--- src/vtx_pkg.sv ---
// Shared types and constants of the videotex line-side command handler.
// Depends on nothing; the front end, queue, back end, top level and checker use it by scoped names.
package vtx_pkg;

  // Most results that the list of one received byte can hold.
  localparam int unsigned MaxRes = 6;

  // Result channel codes.
  localparam logic [1:0] ChScreen = 2'd0;
  localparam logic [1:0] ChModem  = 2'd1;
  localparam logic [1:0] ChEvent  = 2'd2;

  // Screen event codes.
  localparam logic [7:0] Ev40Col   = 8'd0;
  localparam logic [7:0] Ev80Col   = 8'd1;
  localparam logic [7:0] EvRollOff = 8'd2;
  localparam logic [7:0] EvRollOn  = 8'd3;
  localparam logic [7:0] EvReset   = 8'd4;

  // Keyboard modes.
  localparam logic [2:0] KbTeletel = 3'd0;
  localparam logic [2:0] KbExt     = 3'd1;
  localparam logic [2:0] KbC0      = 3'd2;
  localparam logic [2:0] KbMixUs   = 3'd4;
  localparam logic [2:0] KbInfoUs  = 3'd6;

  // Protocol bytes.
  localparam logic [7:0] ByteEsc    = 8'h1b;
  localparam logic [7:0] BytePro1   = 8'h39;
  localparam logic [7:0] BytePro2   = 8'h3a;
  localparam logic [7:0] BytePro3   = 8'h3b;
  localparam logic [7:0] ByteCursor = 8'h61;
  localparam logic [7:0] ByteSep    = 8'h13;
  localparam logic [7:0] ByteUs     = 8'h1f;
  localparam logic [7:0] ByteCr     = 8'h0d;

  // One decoded item: its results and the modes after it.
  typedef struct packed {
    logic [2:0]            n;
    logic [MaxRes-1:0][1:0] ch;
    logic [MaxRes-1:0][7:0] dat;
    logic [2:0]            kbd;
    logic                  wide;
    logic                  roll;
  } job_t;

endpackage

--- src/vtx_in_if.sv ---
// Input channel of the videotex command handler: received byte and cursor.
// Depends on nothing.
interface vtx_in_if;
  logic       valid;
  logic       ready;
  logic       cmd;
  logic [7:0] rx_byte;
  logic [7:0] cursor_row;
  logic [7:0] cursor_col;

  modport source (output valid, cmd, rx_byte, cursor_row, cursor_col, input ready);
  modport sink   (input valid, cmd, rx_byte, cursor_row, cursor_col, output ready);
endinterface

--- src/vtx_out_if.sv ---
// Result channel of the videotex command handler.
// Depends on nothing.
interface vtx_out_if;
  logic       valid;
  logic       ready;
  logic [1:0] channel;
  logic [7:0] data;
  logic [2:0] keyboard_mode;
  logic       wide_screen;
  logic       roll_on;
  logic       last;

  modport source (output valid, channel, data, keyboard_mode, wide_screen, roll_on, last,
                  input ready);
  modport sink   (input valid, channel, data, keyboard_mode, wide_screen, roll_on, last,
                  output ready);
endinterface

--- src/vtx_cfg_if.sv ---
// Configuration write channel of the videotex command handler.
// Depends on nothing.
interface vtx_cfg_if;
  logic valid;
  logic ready;
  logic compat_x3;

  modport source (output valid, compat_x3, input ready);
  modport sink   (input valid, compat_x3, output ready);
endinterface

--- src/vtx_front.sv ---
// Front end: parses received bytes, keeps the protocol state and modes,
// and builds one result list per item. Depends on vtx_pkg.
module vtx_front (
  input  logic              clk_i,
  input  logic              rst_ni,
  input  logic              compat_x3_i,
  input  logic              in_fire_i,
  input  logic              cmd_i,
  input  logic [7:0]        rx_byte_i,
  input  logic [7:0]        cursor_row_i,
  input  logic [7:0]        cursor_col_i,
  output vtx_pkg::job_t     job_o,
  output logic              push_o
);

  typedef enum logic [10:0] {
    StNormal  = 11'b000_0000_0001,
    StEsc     = 11'b000_0000_0010,
    StPro1    = 11'b000_0000_0100,
    StPro2A   = 11'b000_0000_1000,
    StPro2B   = 11'b000_0001_0000,
    StPro3A   = 11'b000_0010_0000,
    StPro3B   = 11'b000_0100_0000,
    StPro3C   = 11'b000_1000_0000,
    StCursor  = 11'b001_0000_0000,
    StTransp  = 11'b010_0000_0000,
    StInhibit = 11'b100_0000_0000
  } state_e;

  state_e     state_q, state_d;
  logic [7:0] first_arg_q, first_arg_d;
  logic [7:0] second_arg_q, second_arg_d;
  logic [7:0] left_q, left_d;
  logic [2:0] kbd_q, kbd_d;
  logic       scr_q, scr_d;
  logic       roll_q, roll_d;
  vtx_pkg::job_t job;

  // Append one result to the list.
  function automatic vtx_pkg::job_t push(vtx_pkg::job_t j, logic [1:0] ch, logic [7:0] d);
    vtx_pkg::job_t r;
    r = j;
    if (j.n < 3'(vtx_pkg::MaxRes)) begin
      r.ch[j.n]  = ch;
      r.dat[j.n] = d;
      r.n        = j.n + 3'd1;
    end
    return r;
  endfunction

  function automatic vtx_pkg::job_t modem(vtx_pkg::job_t j, logic [7:0] d);
    return push(j, vtx_pkg::ChModem, d);
  endfunction

  // Acknowledge in X3 escape form or in SEP form.
  function automatic vtx_pkg::job_t ack(vtx_pkg::job_t j, logic x3, logic [7:0] mid,
                                        logic [7:0] lst, logic [7:0] sep);
    vtx_pkg::job_t r;
    r = j;
    if (x3) begin
      r = modem(r, vtx_pkg::ByteEsc);
      r = modem(r, mid);
      r = modem(r, lst);
      r = modem(r, vtx_pkg::ByteCr);
    end else begin
      r = modem(r, vtx_pkg::ByteSep);
      r = modem(r, sep);
    end
    return r;
  endfunction

  function automatic vtx_pkg::job_t status_pro2(vtx_pkg::job_t j, logic roll, logic scr);
    vtx_pkg::job_t r;
    r = modem(j, vtx_pkg::ByteEsc);
    r = modem(r, vtx_pkg::BytePro2);
    r = modem(r, 8'h73);
    r = modem(r, {6'b010000, roll, scr});
    return r;
  endfunction

  function automatic vtx_pkg::job_t status_kbd(vtx_pkg::job_t j, logic [2:0] kbd);
    vtx_pkg::job_t r;
    logic [7:0]    s;
    s = 8'h40;
    if (kbd == vtx_pkg::KbExt) s = 8'h41;
    if (kbd == vtx_pkg::KbC0) s = 8'h44;
    r = modem(j, vtx_pkg::ByteEsc);
    r = modem(r, vtx_pkg::BytePro3);
    r = modem(r, 8'h73);
    r = modem(r, 8'h59);
    r = modem(r, s);
    return r;
  endfunction

  // Next state and result list of the offered item.
  always_comb begin
    logic [7:0] c;
    logic [7:0] a;
    logic [7:0] b;
    c            = rx_byte_i;
    a            = first_arg_q;
    b            = second_arg_q;
    state_d      = state_q;
    first_arg_d  = first_arg_q;
    second_arg_d = second_arg_q;
    left_d       = left_q;
    kbd_d        = kbd_q;
    scr_d        = scr_q;
    roll_d       = roll_q;
    job          = '0;
    if (cmd_i) begin
      // Return from 80 columns: internal reset, then SEP acknowledge.
      state_d = StNormal;
      kbd_d   = vtx_pkg::KbTeletel;
      scr_d   = 1'b0;
      roll_d  = 1'b0;
      job     = push(job, vtx_pkg::ChEvent, vtx_pkg::EvReset);
      job     = modem(job, vtx_pkg::ByteSep);
      job     = modem(job, 8'h5e);
    end else begin
      unique case (state_q)
        StNormal: begin
          if (c == vtx_pkg::ByteEsc) state_d = StEsc;
          else job = push(job, vtx_pkg::ChScreen, c);
        end
        StEsc: begin
          if (c == vtx_pkg::BytePro1) state_d = StPro1;
          else if (c == vtx_pkg::BytePro2) state_d = StPro2A;
          else if (c == vtx_pkg::BytePro3) state_d = StPro3A;
          else if (c == vtx_pkg::ByteCursor) state_d = StCursor;
          else begin
            state_d = StNormal;
            job     = push(job, vtx_pkg::ChScreen, vtx_pkg::ByteEsc);
            job     = push(job, vtx_pkg::ChScreen, c);
          end
        end
        StPro1: begin
          state_d = StNormal;
          case (c)
            8'h6c, 8'h6d: job = ack(job, compat_x3_i, 8'h21, 8'h35, 8'h51);
            8'h70: begin
              job = modem(job, vtx_pkg::ByteEsc);
              job = modem(job, vtx_pkg::BytePro2);
              job = modem(job, 8'h71);
              job = modem(job, 8'h4a);
            end
            8'h72: job = status_pro2(job, roll_q, scr_q);
            8'h74, 8'h76: begin
              job = modem(job, vtx_pkg::ByteEsc);
              job = modem(job, vtx_pkg::BytePro2);
              job = modem(job, c + 8'h01);
              job = modem(job, 8'h4f);
            end
            8'h7b: begin
              job = modem(job, 8'h01);
              job = modem(job, 8'h5a);
              job = modem(job, 8'h75);
              job = modem(job, 8'h31);
              job = modem(job, 8'h04);
            end
            8'h7f: begin
              kbd_d  = vtx_pkg::KbTeletel;
              scr_d  = 1'b0;
              roll_d = 1'b0;
              job    = push(job, vtx_pkg::ChEvent, vtx_pkg::EvReset);
              job    = ack(job, compat_x3_i, 8'h2e, 8'h35, 8'h5e);
            end
            default: ;
          endcase
        end
        StPro2A: begin
          state_d     = StPro2B;
          first_arg_d = c;
        end
        StPro2B: begin
          // The second argument is the current byte.
          state_d = StNormal;
          if (a == 8'h71 || a == 8'h73 || a == 8'h75 || a == 8'h77) begin
            // Reply codes are filtered.
          end else if (a == 8'h66) begin
            job     = ack(job, compat_x3_i, 8'h27, 8'h35, 8'h57);
            state_d = StTransp;
            left_d  = c;
          end else if ((a == 8'h69 || a == 8'h6a) && (c == 8'h44 || c == 8'h45)) begin
            job = status_pro2(job, roll_q, scr_q);
          end else if (a == 8'h72 && c == 8'h59) begin
            job = status_kbd(job, kbd_q);
          end else if (a == 8'h69 && c == 8'h43) begin
            roll_d = 1'b1;
            job    = push(job, vtx_pkg::ChEvent, vtx_pkg::EvRollOn);
            job    = status_pro2(job, 1'b1, scr_q);
          end else if (a == 8'h6a && c == 8'h43) begin
            roll_d = 1'b0;
            job    = push(job, vtx_pkg::ChEvent, vtx_pkg::EvRollOff);
            job    = status_pro2(job, 1'b0, scr_q);
          end else if (a == 8'h31 && c == 8'h7d) begin
            job     = modem(job, vtx_pkg::ByteEsc);
            job     = modem(job, 8'h5b);
            job     = modem(job, 8'h3f);
            job     = modem(job, 8'h7a);
            scr_d   = 1'b1;
            roll_d  = 1'b1;
            job     = push(job, vtx_pkg::ChEvent, vtx_pkg::Ev80Col);
            state_d = StInhibit;
            kbd_d   = vtx_pkg::KbInfoUs;
          end else if (a == 8'h32 && c == 8'h7d) begin
            job    = modem(job, vtx_pkg::ByteSep);
            job    = modem(job, 8'h70);
            scr_d  = 1'b1;
            roll_d = 1'b1;
            job    = push(job, vtx_pkg::ChEvent, vtx_pkg::Ev80Col);
            kbd_d  = vtx_pkg::KbMixUs;
          end else if (a == 8'h32 && c == 8'h7e) begin
            scr_d  = 1'b0;
            roll_d = 1'b0;
            job    = push(job, vtx_pkg::ChEvent, vtx_pkg::Ev40Col);
            kbd_d  = vtx_pkg::KbTeletel;
          end
        end
        StPro3A: begin
          state_d     = StPro3B;
          first_arg_d = c;
        end
        StPro3B: begin
          state_d      = StPro3C;
          second_arg_d = c;
        end
        StPro3C: begin
          state_d = StNormal;
          if (b == 8'h59) begin
            if (a == 8'h69 && c == 8'h41) begin
              if (kbd_q <= vtx_pkg::KbC0) kbd_d = vtx_pkg::KbExt;
              job = status_kbd(job, kbd_d);
            end else if (a == 8'h69 && c == 8'h43) begin
              if (kbd_q <= vtx_pkg::KbC0) kbd_d = vtx_pkg::KbC0;
              job = status_kbd(job, kbd_d);
            end else if (a == 8'h6a && c == 8'h41) begin
              if (kbd_q == vtx_pkg::KbC0 || kbd_q == vtx_pkg::KbExt) begin
                kbd_d = vtx_pkg::KbTeletel;
              end
              job = status_kbd(job, kbd_d);
            end else if (a == 8'h6a && c == 8'h43) begin
              if (kbd_q == vtx_pkg::KbC0) kbd_d = vtx_pkg::KbExt;
              job = status_kbd(job, kbd_d);
            end
          end
        end
        StCursor: begin
          state_d = StNormal;
          job     = modem(job, vtx_pkg::ByteUs);
          job     = modem(job, cursor_row_i);
          job     = modem(job, cursor_col_i);
        end
        StTransp: begin
          // Nonzero bytes count down; the mode ends once the count is zero.
          if (c != 8'h00 && left_q != 8'h00) left_d = left_q - 8'h01;
          if (left_d == 8'h00) state_d = StNormal;
        end
        StInhibit: begin
          job = push(job, vtx_pkg::ChScreen, c);
        end
        default: begin
          state_d = StNormal;
          job     = push(job, vtx_pkg::ChScreen, c);
        end
      endcase
    end
    job.kbd  = kbd_d;
    job.wide = scr_d;
    job.roll = roll_d;
  end

  // Protocol state and modes advance on each accepted item.
  always_ff @(posedge clk_i or negedge rst_ni) begin
    if (!rst_ni) begin
      state_q      <= StNormal;
      first_arg_q  <= 8'h00;
      second_arg_q <= 8'h00;
      left_q       <= 8'h00;
      kbd_q        <= vtx_pkg::KbTeletel;
      scr_q        <= 1'b0;
      roll_q       <= 1'b0;
    end else if (in_fire_i) begin
      state_q      <= state_d;
      first_arg_q  <= first_arg_d;
      second_arg_q <= second_arg_d;
      left_q       <= left_d;
      kbd_q        <= kbd_d;
      scr_q        <= scr_d;
      roll_q       <= roll_d;
    end
  end

  // Items without results are not queued.
  assign job_o  = job;
  assign push_o = in_fire_i && (job.n != 3'd0);

endmodule

--- src/vtx_fifo.sv ---
// Short queue of decoded result lists between front end and back end.
// Depends on vtx_pkg.
module vtx_fifo #(
  parameter int unsigned Depth = 2
) (
  input  logic          clk_i,
  input  logic          rst_ni,
  input  logic          push_i,
  input  vtx_pkg::job_t wdata_i,
  output logic          full_o,
  input  logic          pop_i,
  output logic          valid_o,
  output vtx_pkg::job_t rdata_o
);

  localparam int unsigned PtrW = (Depth > 1) ? $clog2(Depth) : 1;
  localparam int unsigned CntW = $clog2(Depth + 1);

  vtx_pkg::job_t       entry_q [Depth];
  logic [PtrW-1:0]     wptr_q, rptr_q;
  logic [CntW-1:0]     cnt_q;

  assign full_o  = (cnt_q == CntW'(Depth));
  assign valid_o = (cnt_q != '0);
  assign rdata_o = entry_q[rptr_q];

  // Entry storage.
  always_ff @(posedge clk_i) begin
    if (push_i) entry_q[wptr_q] <= wdata_i;
  end

  // Pointers and fill count.
  always_ff @(posedge clk_i or negedge rst_ni) begin
    if (!rst_ni) begin
      wptr_q <= '0;
      rptr_q <= '0;
      cnt_q  <= '0;
    end else begin
      if (push_i) wptr_q <= (wptr_q == PtrW'(Depth - 1)) ? '0 : wptr_q + 1'b1;
      if (pop_i) rptr_q <= (rptr_q == PtrW'(Depth - 1)) ? '0 : rptr_q + 1'b1;
      if (push_i && !pop_i) cnt_q <= cnt_q + 1'b1;
      else if (pop_i && !push_i) cnt_q <= cnt_q - 1'b1;
    end
  end

endmodule

--- src/vtx_back.sv ---
// Back end: walks one queued result list and hands results out one per cycle
// while out_ready_i allows, through an output register. Depends on vtx_pkg.
module vtx_back (
  input  logic          clk_i,
  input  logic          rst_ni,
  input  logic          job_valid_i,
  input  vtx_pkg::job_t job_i,
  output logic          pop_o,
  output logic          out_valid_o,
  input  logic          out_ready_i,
  output logic [1:0]    channel_o,
  output logic [7:0]    data_o,
  output logic [2:0]    kbd_o,
  output logic          wide_o,
  output logic          roll_o,
  output logic          last_o
);

  vtx_pkg::job_t job_q;
  logic          busy_q;
  logic [2:0]    idx_q;
  logic          out_valid_q;
  logic [1:0]    ch_q;
  logic [7:0]    dat_q;
  logic [2:0]    kbd_q;
  logic          wide_q, roll_q, last_q;
  logic          slot_free, emit, last_now, take;

  assign slot_free = !out_valid_q || out_ready_i;
  assign emit      = busy_q && slot_free;
  assign last_now  = (idx_q == job_q.n - 3'd1);
  assign take      = job_valid_i && (!busy_q || (emit && last_now));
  assign pop_o     = take;

  // Current list and position in it.
  always_ff @(posedge clk_i or negedge rst_ni) begin
    if (!rst_ni) begin
      busy_q <= 1'b0;
      idx_q  <= 3'd0;
    end else if (take) begin
      busy_q <= 1'b1;
      idx_q  <= 3'd0;
    end else if (emit) begin
      idx_q <= idx_q + 3'd1;
      if (last_now) busy_q <= 1'b0;
    end
  end

  always_ff @(posedge clk_i) begin
    if (take) job_q <= job_i;
  end

  // Output register valid flag.
  always_ff @(posedge clk_i or negedge rst_ni) begin
    if (!rst_ni) begin
      out_valid_q <= 1'b0;
    end else if (emit) begin
      out_valid_q <= 1'b1;
    end else if (out_ready_i) begin
      out_valid_q <= 1'b0;
    end
  end

  // Output register payload.
  always_ff @(posedge clk_i) begin
    if (emit) begin
      ch_q   <= job_q.ch[idx_q];
      dat_q  <= job_q.dat[idx_q];
      kbd_q  <= job_q.kbd;
      wide_q <= job_q.wide;
      roll_q <= job_q.roll;
      last_q <= last_now;
    end
  end

  assign out_valid_o = out_valid_q;
  assign channel_o   = ch_q;
  assign data_o      = dat_q;
  assign kbd_o       = kbd_q;
  assign wide_o      = wide_q;
  assign roll_o      = roll_q;
  assign last_o      = last_q;

endmodule

--- src/videotex_protocol_command_handler.sv ---
// Top level of the videotex line-side command handler.
// Depends on vtx_pkg, the channel interfaces, vtx_front, vtx_fifo and vtx_back.

// Bytes from the modem line enter on in_if, one transfer per cycle while the
// result queue has room; each byte is parsed in the cycle it is taken and its
// results (up to six screen bytes, modem bytes or screen events) go into a
// QUEUE_DEPTH-entry queue. The back end sends one result per cycle on out_if
// while out_if is ready; the first result of an item passes from the queue
// entry through the back end's list register into its output register. Bytes
// that cause no result are not queued. The mode fields on out_if show the
// modes after the whole item. compat_x3 is written through cfg_if, which is
// always ready and must only be written while no result is pending.
module videotex_protocol_command_handler #(
  parameter int unsigned QUEUE_DEPTH = 2
) (
  input logic       clk_i,
  input logic       rst_ni,
  vtx_in_if.sink    in_if,
  vtx_out_if.source out_if,
  vtx_cfg_if.sink   cfg_if
);

  logic          compat_x3_q;
  logic          in_fire;
  logic          push, full, pop, job_valid;
  vtx_pkg::job_t job_w, job_r;

  // Configuration register.
  assign cfg_if.ready = 1'b1;
  always_ff @(posedge clk_i or negedge rst_ni) begin
    if (!rst_ni) begin
      compat_x3_q <= 1'b0;
    end else if (cfg_if.valid) begin
      compat_x3_q <= cfg_if.compat_x3;
    end
  end

  // Input transfer while the queue has room.
  assign in_if.ready = !full;
  assign in_fire     = in_if.valid && !full;

  vtx_front u_front (
    .clk_i        (clk_i),
    .rst_ni       (rst_ni),
    .compat_x3_i  (compat_x3_q),
    .in_fire_i    (in_fire),
    .cmd_i        (in_if.cmd),
    .rx_byte_i    (in_if.rx_byte),
    .cursor_row_i (in_if.cursor_row),
    .cursor_col_i (in_if.cursor_col),
    .job_o        (job_w),
    .push_o       (push)
  );

  vtx_fifo #(
    .Depth (QUEUE_DEPTH)
  ) u_fifo (
    .clk_i   (clk_i),
    .rst_ni  (rst_ni),
    .push_i  (push),
    .wdata_i (job_w),
    .full_o  (full),
    .pop_i   (pop),
    .valid_o (job_valid),
    .rdata_o (job_r)
  );

  vtx_back u_back (
    .clk_i       (clk_i),
    .rst_ni      (rst_ni),
    .job_valid_i (job_valid),
    .job_i       (job_r),
    .pop_o       (pop),
    .out_valid_o (out_if.valid),
    .out_ready_i (out_if.ready),
    .channel_o   (out_if.channel),
    .data_o      (out_if.data),
    .kbd_o       (out_if.keyboard_mode),
    .wide_o      (out_if.wide_screen),
    .roll_o      (out_if.roll_on),
    .last_o      (out_if.last)
  );

endmodule

--- src/flat_wrapper.sv ---
// flat-port wrapper written by rule: the top's interface ports become plain ports
module videotex_protocol_command_handler_flat 
#(
  parameter int unsigned QUEUE_DEPTH = 2
)
  (clk_i, rst_ni, in_if_valid, in_if_cmd, in_if_rx_byte, in_if_cursor_row, in_if_cursor_col, in_if_ready, out_if_valid, out_if_channel, out_if_data, out_if_keyboard_mode, out_if_wide_screen, out_if_roll_on, out_if_last, out_if_ready, cfg_if_valid, cfg_if_compat_x3, cfg_if_ready);
  vtx_in_if in_if_i ();
  vtx_out_if out_if_i ();
  vtx_cfg_if cfg_if_i ();
  input logic clk_i;
  input logic rst_ni;
  input wire logic [$bits(in_if_i.valid)-1:0] in_if_valid;
  input wire logic [$bits(in_if_i.cmd)-1:0] in_if_cmd;
  input wire logic [$bits(in_if_i.rx_byte)-1:0] in_if_rx_byte;
  input wire logic [$bits(in_if_i.cursor_row)-1:0] in_if_cursor_row;
  input wire logic [$bits(in_if_i.cursor_col)-1:0] in_if_cursor_col;
  output wire logic [$bits(in_if_i.ready)-1:0] in_if_ready;
  output wire logic [$bits(out_if_i.valid)-1:0] out_if_valid;
  output wire logic [$bits(out_if_i.channel)-1:0] out_if_channel;
  output wire logic [$bits(out_if_i.data)-1:0] out_if_data;
  output wire logic [$bits(out_if_i.keyboard_mode)-1:0] out_if_keyboard_mode;
  output wire logic [$bits(out_if_i.wide_screen)-1:0] out_if_wide_screen;
  output wire logic [$bits(out_if_i.roll_on)-1:0] out_if_roll_on;
  output wire logic [$bits(out_if_i.last)-1:0] out_if_last;
  input wire logic [$bits(out_if_i.ready)-1:0] out_if_ready;
  input wire logic [$bits(cfg_if_i.valid)-1:0] cfg_if_valid;
  input wire logic [$bits(cfg_if_i.compat_x3)-1:0] cfg_if_compat_x3;
  output wire logic [$bits(cfg_if_i.ready)-1:0] cfg_if_ready;
  assign in_if_i.valid = in_if_valid;
  assign in_if_i.cmd = in_if_cmd;
  assign in_if_i.rx_byte = in_if_rx_byte;
  assign in_if_i.cursor_row = in_if_cursor_row;
  assign in_if_i.cursor_col = in_if_cursor_col;
  assign in_if_ready = in_if_i.ready;
  assign out_if_valid = out_if_i.valid;
  assign out_if_channel = out_if_i.channel;
  assign out_if_data = out_if_i.data;
  assign out_if_keyboard_mode = out_if_i.keyboard_mode;
  assign out_if_wide_screen = out_if_i.wide_screen;
  assign out_if_roll_on = out_if_i.roll_on;
  assign out_if_last = out_if_i.last;
  assign out_if_i.ready = out_if_ready;
  assign cfg_if_i.valid = cfg_if_valid;
  assign cfg_if_i.compat_x3 = cfg_if_compat_x3;
  assign cfg_if_ready = cfg_if_i.ready;
  videotex_protocol_command_handler #(.QUEUE_DEPTH(QUEUE_DEPTH)) u_core (.clk_i(clk_i), .rst_ni(rst_ni), .in_if(in_if_i), .out_if(out_if_i), .cfg_if(cfg_if_i));
endmodule
--- config.mk ---
export PLATFORM = sky130hd
export DESIGN_NAME = videotex_protocol_command_handler_flat
export DESIGN_NICKNAME = d
export VERILOG_FILES = /design/src/vtx_pkg.sv /design/src/vtx_in_if.sv /design/src/vtx_out_if.sv /design/src/vtx_cfg_if.sv /design/src/vtx_front.sv /design/src/vtx_fifo.sv /design/src/vtx_back.sv /design/src/videotex_protocol_command_handler.sv /design/src/flat_wrapper.sv
export SDC_FILE = /design/constraint.sdc
export NUM_CORES = 1
export LEC_CHECK = 0
export BUFFER_PORTS_ARGS = -buffer_cell sky130_fd_sc_hd__buf_2
export CORE_MARGIN = 8
export CORE_UTILIZATION = 24
export DETAILED_ROUTE_END_ITERATION = 7
export PLACE_DENSITY_LB_ADDON = 0.15
export SLEW_MARGIN = 20
export SYNTH_ARGS = -nofsm -noshare
export SYNTH_HDL_FRONTEND = slang
export SYNTH_HIERARCHICAL = 1
export SYNTH_SLANG_ARGS = --single-unit
--- constraint.sdc ---
create_clock -name clk_i -period 14.16 [get_ports clk_i]
set_clock_uncertainty 0.05 [all_clocks]
set_input_delay 0.708 -clock clk_i [delete_from_list [all_inputs] [get_ports clk_i]]
set_output_delay 0.708 -clock clk_i [all_outputs]
set_load 0.02 [all_outputs]
## Word level (Yosys, flattened, before mapping)

Memory sizes are Yosys's and may differ from the RTL's. A register that Yosys moved wholly into a read port is not among the register bits.
Cells that the tools add are included.

- Register bits after elaboration: 66
- Bits in writable memories: 136
- Bits of input ports: 31
- Output and inout bits: 19
- Word-level logic and storage cells: 1,932
- Memories kept: 1

- $add $sub $neg: 76
- Order comparisons: 206
- Equal/unequal tests: 59
- Muxes and demuxes: 1,081
- Bitwise operators: 372
- Reductions and logical operators: 117

Memory list:

| name | words | width | read ports | clocked after memory_dff | write ports | RTL line | text |
|---|---|---|---|---|---|---|---|
| u_core.u_fifo.entry_q | 2 | 68 | 1 | 1 | 1 | vtx_fifo.sv:19 | `vtx_pkg::job_t entry_q [Depth];` |

Operators by type and width:

| operator | count |
|---|---|
| 63-bit two-way mux | 309 |
| 8-bit two-way mux | 214 |
| 8-bit demux with 3-bit select | 68 |
| 68-bit two-way mux | 21 |
| 48-bit bitwise mux | 13 |
| 24-bit NOT | 21 |
| 68-bit case mux with 7 select lines | 1 |
| 3-bit two-way mux | 149 |
| 30-bit bitwise OR | 14 |
| 2-bit demux with 3-bit select | 68 |
| 68-bit case mux with 6 select lines | 1 |
| 6-bit NOT | 67 |
| 18-bit NOT | 21 |
| 2-bit two-way mux | 178 |
| 6-bit bitwise OR | 49 |
| 24-bit AND | 12 |
| 24-bit bitwise OR | 12 |
| 6-bit AND | 46 |
| 3-bit by 4-bit < comparator with 1-bit output (second input constant) | 69 |
| 30-bit NOT | 9 |
| 18-bit AND | 14 |
| 4-bit by 24-bit AND with 24-bit output | 9 |
| 4-bit by 24-bit bitwise OR with 24-bit output | 9 |
| 5-bit by 30-bit bitwise OR with 30-bit output | 7 |
| 70 further kinds | 530 |

## Logic depth before layout (Yosys ltp)

- Depth after elaboration: 81
- Mapped depth: 13
- Depth with buffers taken out: 12

## By module

Netlist, hierarchy kept.

By module, submodules not included:

| module | instances | cells each | area each (sq um) | sequential area each (sq um) |
|---|---|---|---|---|
| vtx_fifo | 1 | 228 | 5,138.7 | 4,184.0 |
| vtx_front | 1 | 631 | 4,723.3 | 1,002.2 |
| vtx_back | 1 | 161 | 3,300.7 | 2,647.5 |
| videotex_protocol_command_handler | 1 | 6 | 61.3 | 25.0 |

## Least setup slack after synthesis

No wires, ideal clock.

- Path kind: input to register
- Start: input in_if_rx_byte[1]
- End: memory u_core/u_fifo/entry_q[0][0] (netlist name), enable pin
- Library setup time: 503 ps
- Data arrival time: 5,595 ps
- Data required time: 13,607 ps
- Setup slack: 8,013 ps
- Cell stages on the path: 10
- Buffers on the path: 1
- Cells stage by stage: inv_1 -> ha_1 -> clkbuf_1 -> nand3b_1 -> nor4_1 -> a31oi_1 -> a31oi_1 -> o311ai_1 -> a41oi_1 -> nor2b_1

- Cells in the longest elaborated chain, start to end: 17
- Elaborated cells between the ends (all ways): 58
- Those cells by class: 20 x eq/ne; 24 x mux; 14 x reduce/logical

RTL lines:

| item | RTL line | text |
|---|---|---|
| start, declared | flat_wrapper.sv:14 | `input wire logic [$bits(in_if_i.rx_byte)-1:0] in_if_rx_byte;` |
| 8-bit by 7-bit == test with 1-bit output | vtx_front.sv:213 | `end else if (a == 8'h32 && c == 8'h7e) begin` |
| 1-bit logical AND | vtx_front.sv:213 |  |
| 66-bit two-way mux | vtx_front.sv:213 |  |
| 68-bit two-way mux | vtx_front.sv:206 | `end else if (a == 8'h32 && c == 8'h7d) begin` |
| 68-bit two-way mux | vtx_front.sv:196 | `end else if (a == 8'h31 && c == 8'h7d) begin` |
| 68-bit two-way mux | vtx_front.sv:192 | `end else if (a == 8'h6a && c == 8'h43) begin` |
| 68-bit two-way mux | vtx_front.sv:188 | `end else if (a == 8'h69 && c == 8'h43) begin` |
| 68-bit two-way mux | vtx_front.sv:186 | `end else if (a == 8'h72 && c == 8'h59) begin` |
| [... 2 more ...] | -- |  |
| 68-bit two-way mux | vtx_front.sv:178 | `if (a == 8'h71 \|\| a == 8'h73 \|\| a == 8'h75 \|\| a == 8'h77) begin` |
| 68-bit case mux with 7 select lines (*) | vtx_front.sv:121 | `unique case (state_q)` |
| 68-bit two-way mux (*) | vtx_front.sv:111 | `if (cmd_i) begin` |
| 3-bit nonzero test (*) | vtx_front.sv:296 | `assign push_o = in_fire_i && (job.n != 3'd0);` |
| 1-bit logical AND (*) | vtx_front.sv:296 |  |
| named net u_core.push | videotex_protocol_command_handler.sv:25 | `logic push, full, pop, job_valid;` |
| 1-bit two-way mux (*) | vtx_fifo.sv:29 | `if (push_i) entry_q[wptr_q] <= wdata_i;` |
| 1-bit two-way mux (not written as such) (*) | vtx_fifo.sv:29 |  |
| end, declared | vtx_fifo.sv:19 |  |

Mark *: on every way through the listed nets, which the timed path passes. The rest lies on a longest branch.

## Final worst setup path

- Start: input in_if_rx_byte[1]
- End: memory u_core/u_fifo/entry_q[1][9] (netlist name), enable pin

Same word-level chain as after synthesis.

==> summary.md <==
| Metric | Value |
|---|---|
| Clk buf depth | 3 |
| Antenna Nets Post-Route | 0 |
| Pin count of the biggest net entering global routing | 69 |
| Synth Cell Area | 0.0132 sq mm |
| Asr flop ratio synth | 18.5% |
| Gr usage total | 12.5% |
| Vias | 8588 |
| P_int | 1.86 mW |
| Fin crit period | 4880 ps |
| Routed WL | 40.0 mm |
| Die area | 0.0629 sq mm |
| Gp weighted congestion | 0.847 |
| Status | complete, no violations |
| DR iter-0 viols | 553 |
| Slowest stage delay, CP | 770 ps |
| Comb power frac | 22.7% |
| DR vias/cell | 4.80 |
| Die height | 251 um |
| Period utilization | 34.5% |
| WS Path Type | primary input to flip-flop |
| Count of cell types in the netlist | 95 |
| Worst r2r path cells | 8 |
| Worst setup SP type | primary input |
| Max FO, Critical Path | 45 |
| Drt drc | 0 |
| Most frequent cell after synthesis | edfxtp_1 |
| Proportion of synthesized chip area in sequential cells | 59.4% |
| Top FF cell, synth | edfxtp_1 |
| CP Capture Point | u_core/u_fifo/entry_q[1][9] |
| Part of the power in registers | 45.1% |
| Top cells by area, synth | edfxtp_1 (50%), dfrtp_1 (9.3%), mux2_2 (5.7%), nand2_1 (2.0%), a21oi_1 (1.8%) |
| Total gr overflow | 0 |
| ANT cells | 0 |
| Synth Register Bits | 270 |
| Synth top area share | 50.0% |
| Syn_area_per_cell | 12.9 sq um |
| Max-slew violations | 0 |
| Max Cap Viol | 0 |
| Initial antenna violation count | 0 |
| Setup crit start | in_if_rx_byte[1] |
| Slew @ Worst Pin | 1050 ps |
| Net switching power | 0.776 mW |
| Share of cells above drive strength 1 | 22.4% |
| Post-CTS Setup Inserts | 0 |
| Top cells by count, synth | edfxtp_1 (220), nand2_1 (72), mux2_2 (67) |
| Nets | 1099 |
| Area of the multi-input gates | 0.00484 sq mm |
| Crit path DAT | 4980 ps |
| Starting Density | 24.1% |
| Net Sw Frac | 29.4% |
| Pwr dens | 174 mW/mm^2 |
| Fillcell total | 5655 |
| Row count | 86 |
| Reg-to-Reg End | u_core/u_fifo/entry_q[1][9] |
| DR WL/cell | 22.4 um |
| Hold Path Class | primary input to async pin |
| Endpoints failing setup | 0 |
| Core area | 0.0548 sq mm |
| CTS tree | built |
| Register area | 0.00786 sq mm |
| Layout Utilization | 27.7% |
| Yosys warning count | 6 |
| Root Buffer | clkbuf_16 |
| First-pass GRT wire length | 59.6 mm |
| Max Freq | 205 MHz |
| CP cell instances | buf_2 -> inv_1 -> ha_1 -> nor2_1 -> nor3_1 -> o31ai_1 -> a21oi_1 -> o311ai_1 -> a41oi_1 -> and2_4 -> buf_4 |
| Vias in the first global route | 8798 |
| Synth-to-layout area growth | 14.5% |
| Worst-Skew Late Latency | 530 ps |
| Final count of hold timing violations | 0 |
| IO Pins | 50 |
| WP data required | 14260 ps |
| Leak | 5.29 nW |
| CTS-repair resized insts | 0 |
| I/O Buffers | 48 |
| Iteration count of the initial detailed-routing pass | 5 |
| Worst relative slew slack | 29.4% |
| Die width | 251 um |
| Post-synth EDFFs | 220 |
| TritonCTS Buffers | 34 |
| Worst setup EP type | flip-flop |
| Area leader, netlist | edfxtp_1 |
| Critical-path top delay cell | nor3_1 |
| Post-CTS Hold Fix Bufs | 0 |
| Crit Reg-Reg Startpoint | u_core/u_front/state_q[10] |
| RSZ-0062 raised after global routing | false |
| Clk slew on worst S/H paths | 60 ps |
| Register-to-register setup slack | 9600 ps |
| Syn Inst Count | 1026 |
| Number of H-tree levels | 2 |
| Clock net sink count | 270 |
| Worst vdd ir | 0.0000776 V |
| Setup_tns | 0 ps |
| DP HPWL | 28.7 mm |
| Clock share of power | 32.3% |
[worst min path at each step]
stage	endpoint	slack, ps	depth (start not counted)	startpoint
2_1_floorplan	u_core/u_back/kbd_o[0]	350	0	u_core/u_back/job_q[2]
5_1_grt	u_core/u_front/second_arg_q[0]	330	2	rst_ni
3_3_place_gp	u_core/u_back/kbd_o[1]	350	0	u_core/u_back/job_q[3]
4_1_cts	u_core/u_front/left_q[2]	290	2	rst_ni
3_5_place_dp	u_core/u_back/kbd_o[1]	360	0	u_core/u_back/job_q[3]
6_report	u_core/u_front/second_arg_q[0]	280	2	rst_ni
[registers in the layout (all words and copies together), names as in the netlist, 8 cells and up]
register and flops:
u_core/u_back/data_o 8, u_core/u_back/job_q 68, u_core/u_fifo/entry_q 136, u_core/u_front/first_arg_q 8, u_core/u_front/left_q 8, u_core/u_front/second_arg_q 8, u_core/u_front/state_q 11
[cells in the final DEF (no fill, tap or decap), types with 10 or more instances in the layout]
master,synthesis,final
nand2b_1,17,17
mux2_2,67,67
nand3_1,22,22
nand2_1,72,72
conb_1,2,17
dfrtp_1,49,48
mux2i_1,11,11
o22ai_1,12,12
mux2_4,14,14
buf_2,27,48
a21oi_1,47,47
nor3_1,18,18
a31oi_1,14,14
edfxtp_1,220,220
inv_1,33,33
nor2_1,50,50
clkbuf_16,0,35
nand4_1,16,16
o21ai_0,38,38
nor2b_1,15,14
buf_4,25,13
clkinv_2,0,10
mux4_2,10,10
[power groups by stage]
stage | clock network (mW) | logic [mW] | registers [mW]
after floorplan | 0 | 0.434 | 1.20
after global placement | 0 | 0.621 | 1.21
after detailed placement | 0 | 0.619 | 1.21
after CTS | 0.891 | 0.622 | 1.20
after global routing | 0.921 | 0.655 | 1.21
final | 0.851 | 0.597 | 1.19
[cell families after synthesis]
| group | count (synthesis) | synth area share (%) |
|---|---|---|
| xor gates and xnor gates | 14 | 1.04 |
| other | 2 | 0.0568 |
| DFF | 270 | 59.4 |
| muxes | 102 | 9.83 |
| adders and majority gates | 9 | 0.852 |
| and+or+nand+nor | 318 | 14.0 |
| buffers and inverters | 112 | 4.58 |
| AOI/OAI and AO/OA | 199 | 10.2 |
[layer usage]
layer  up-vias  GRT usage, %  routed length [um]
li1       3992             -                   -
met1      4329          16.7               18200
met2       199          20.6               19000
met3        68          2.12                1740
met4         0          4.12                1060
met5         -             0                   0
[worst max-delay path, delay by kind of cell]
| kind | cells | cell delay [ps] |
|---|---|---|
| adders and majority gates | 1 | 480 |
| buffers and inverters | 3 | 940 |
| and+or+nand+nor | 3 | 1400 |
| AOI/OAI and AO/OA | 4 | 1390 |
[cell type report]
| class | count | area share [%] |
|---|---|---|
| clock buffers | 42 | 5.96 |
| multi-input cells | 659 | 32.0 |
| repair buffers | 61 | 2.23 |
| flip-flops and latches | 270 | 51.9 |
| clock inverters | 20 | 1.29 |
| well taps | 704 | 5.82 |
| inverters | 33 | 0.818 |
[metrics by stage]
stage,setup slack (ps),power [mW],std cells,area [sq um],hold WS (ps)
2_1_floorplan,8010,1.63,1041,13300,350
3_3_place_gp,8930,1.83,1727,14000,355
3_5_place_dp,8770,1.83,1727,14000,355
4_1_cts,9340,2.71,1789,15100,294
5_1_grt,9100,2.79,1789,15100,334
6_report,9280,2.64,1789,15100,280
(Power assumes the default switching activity.)
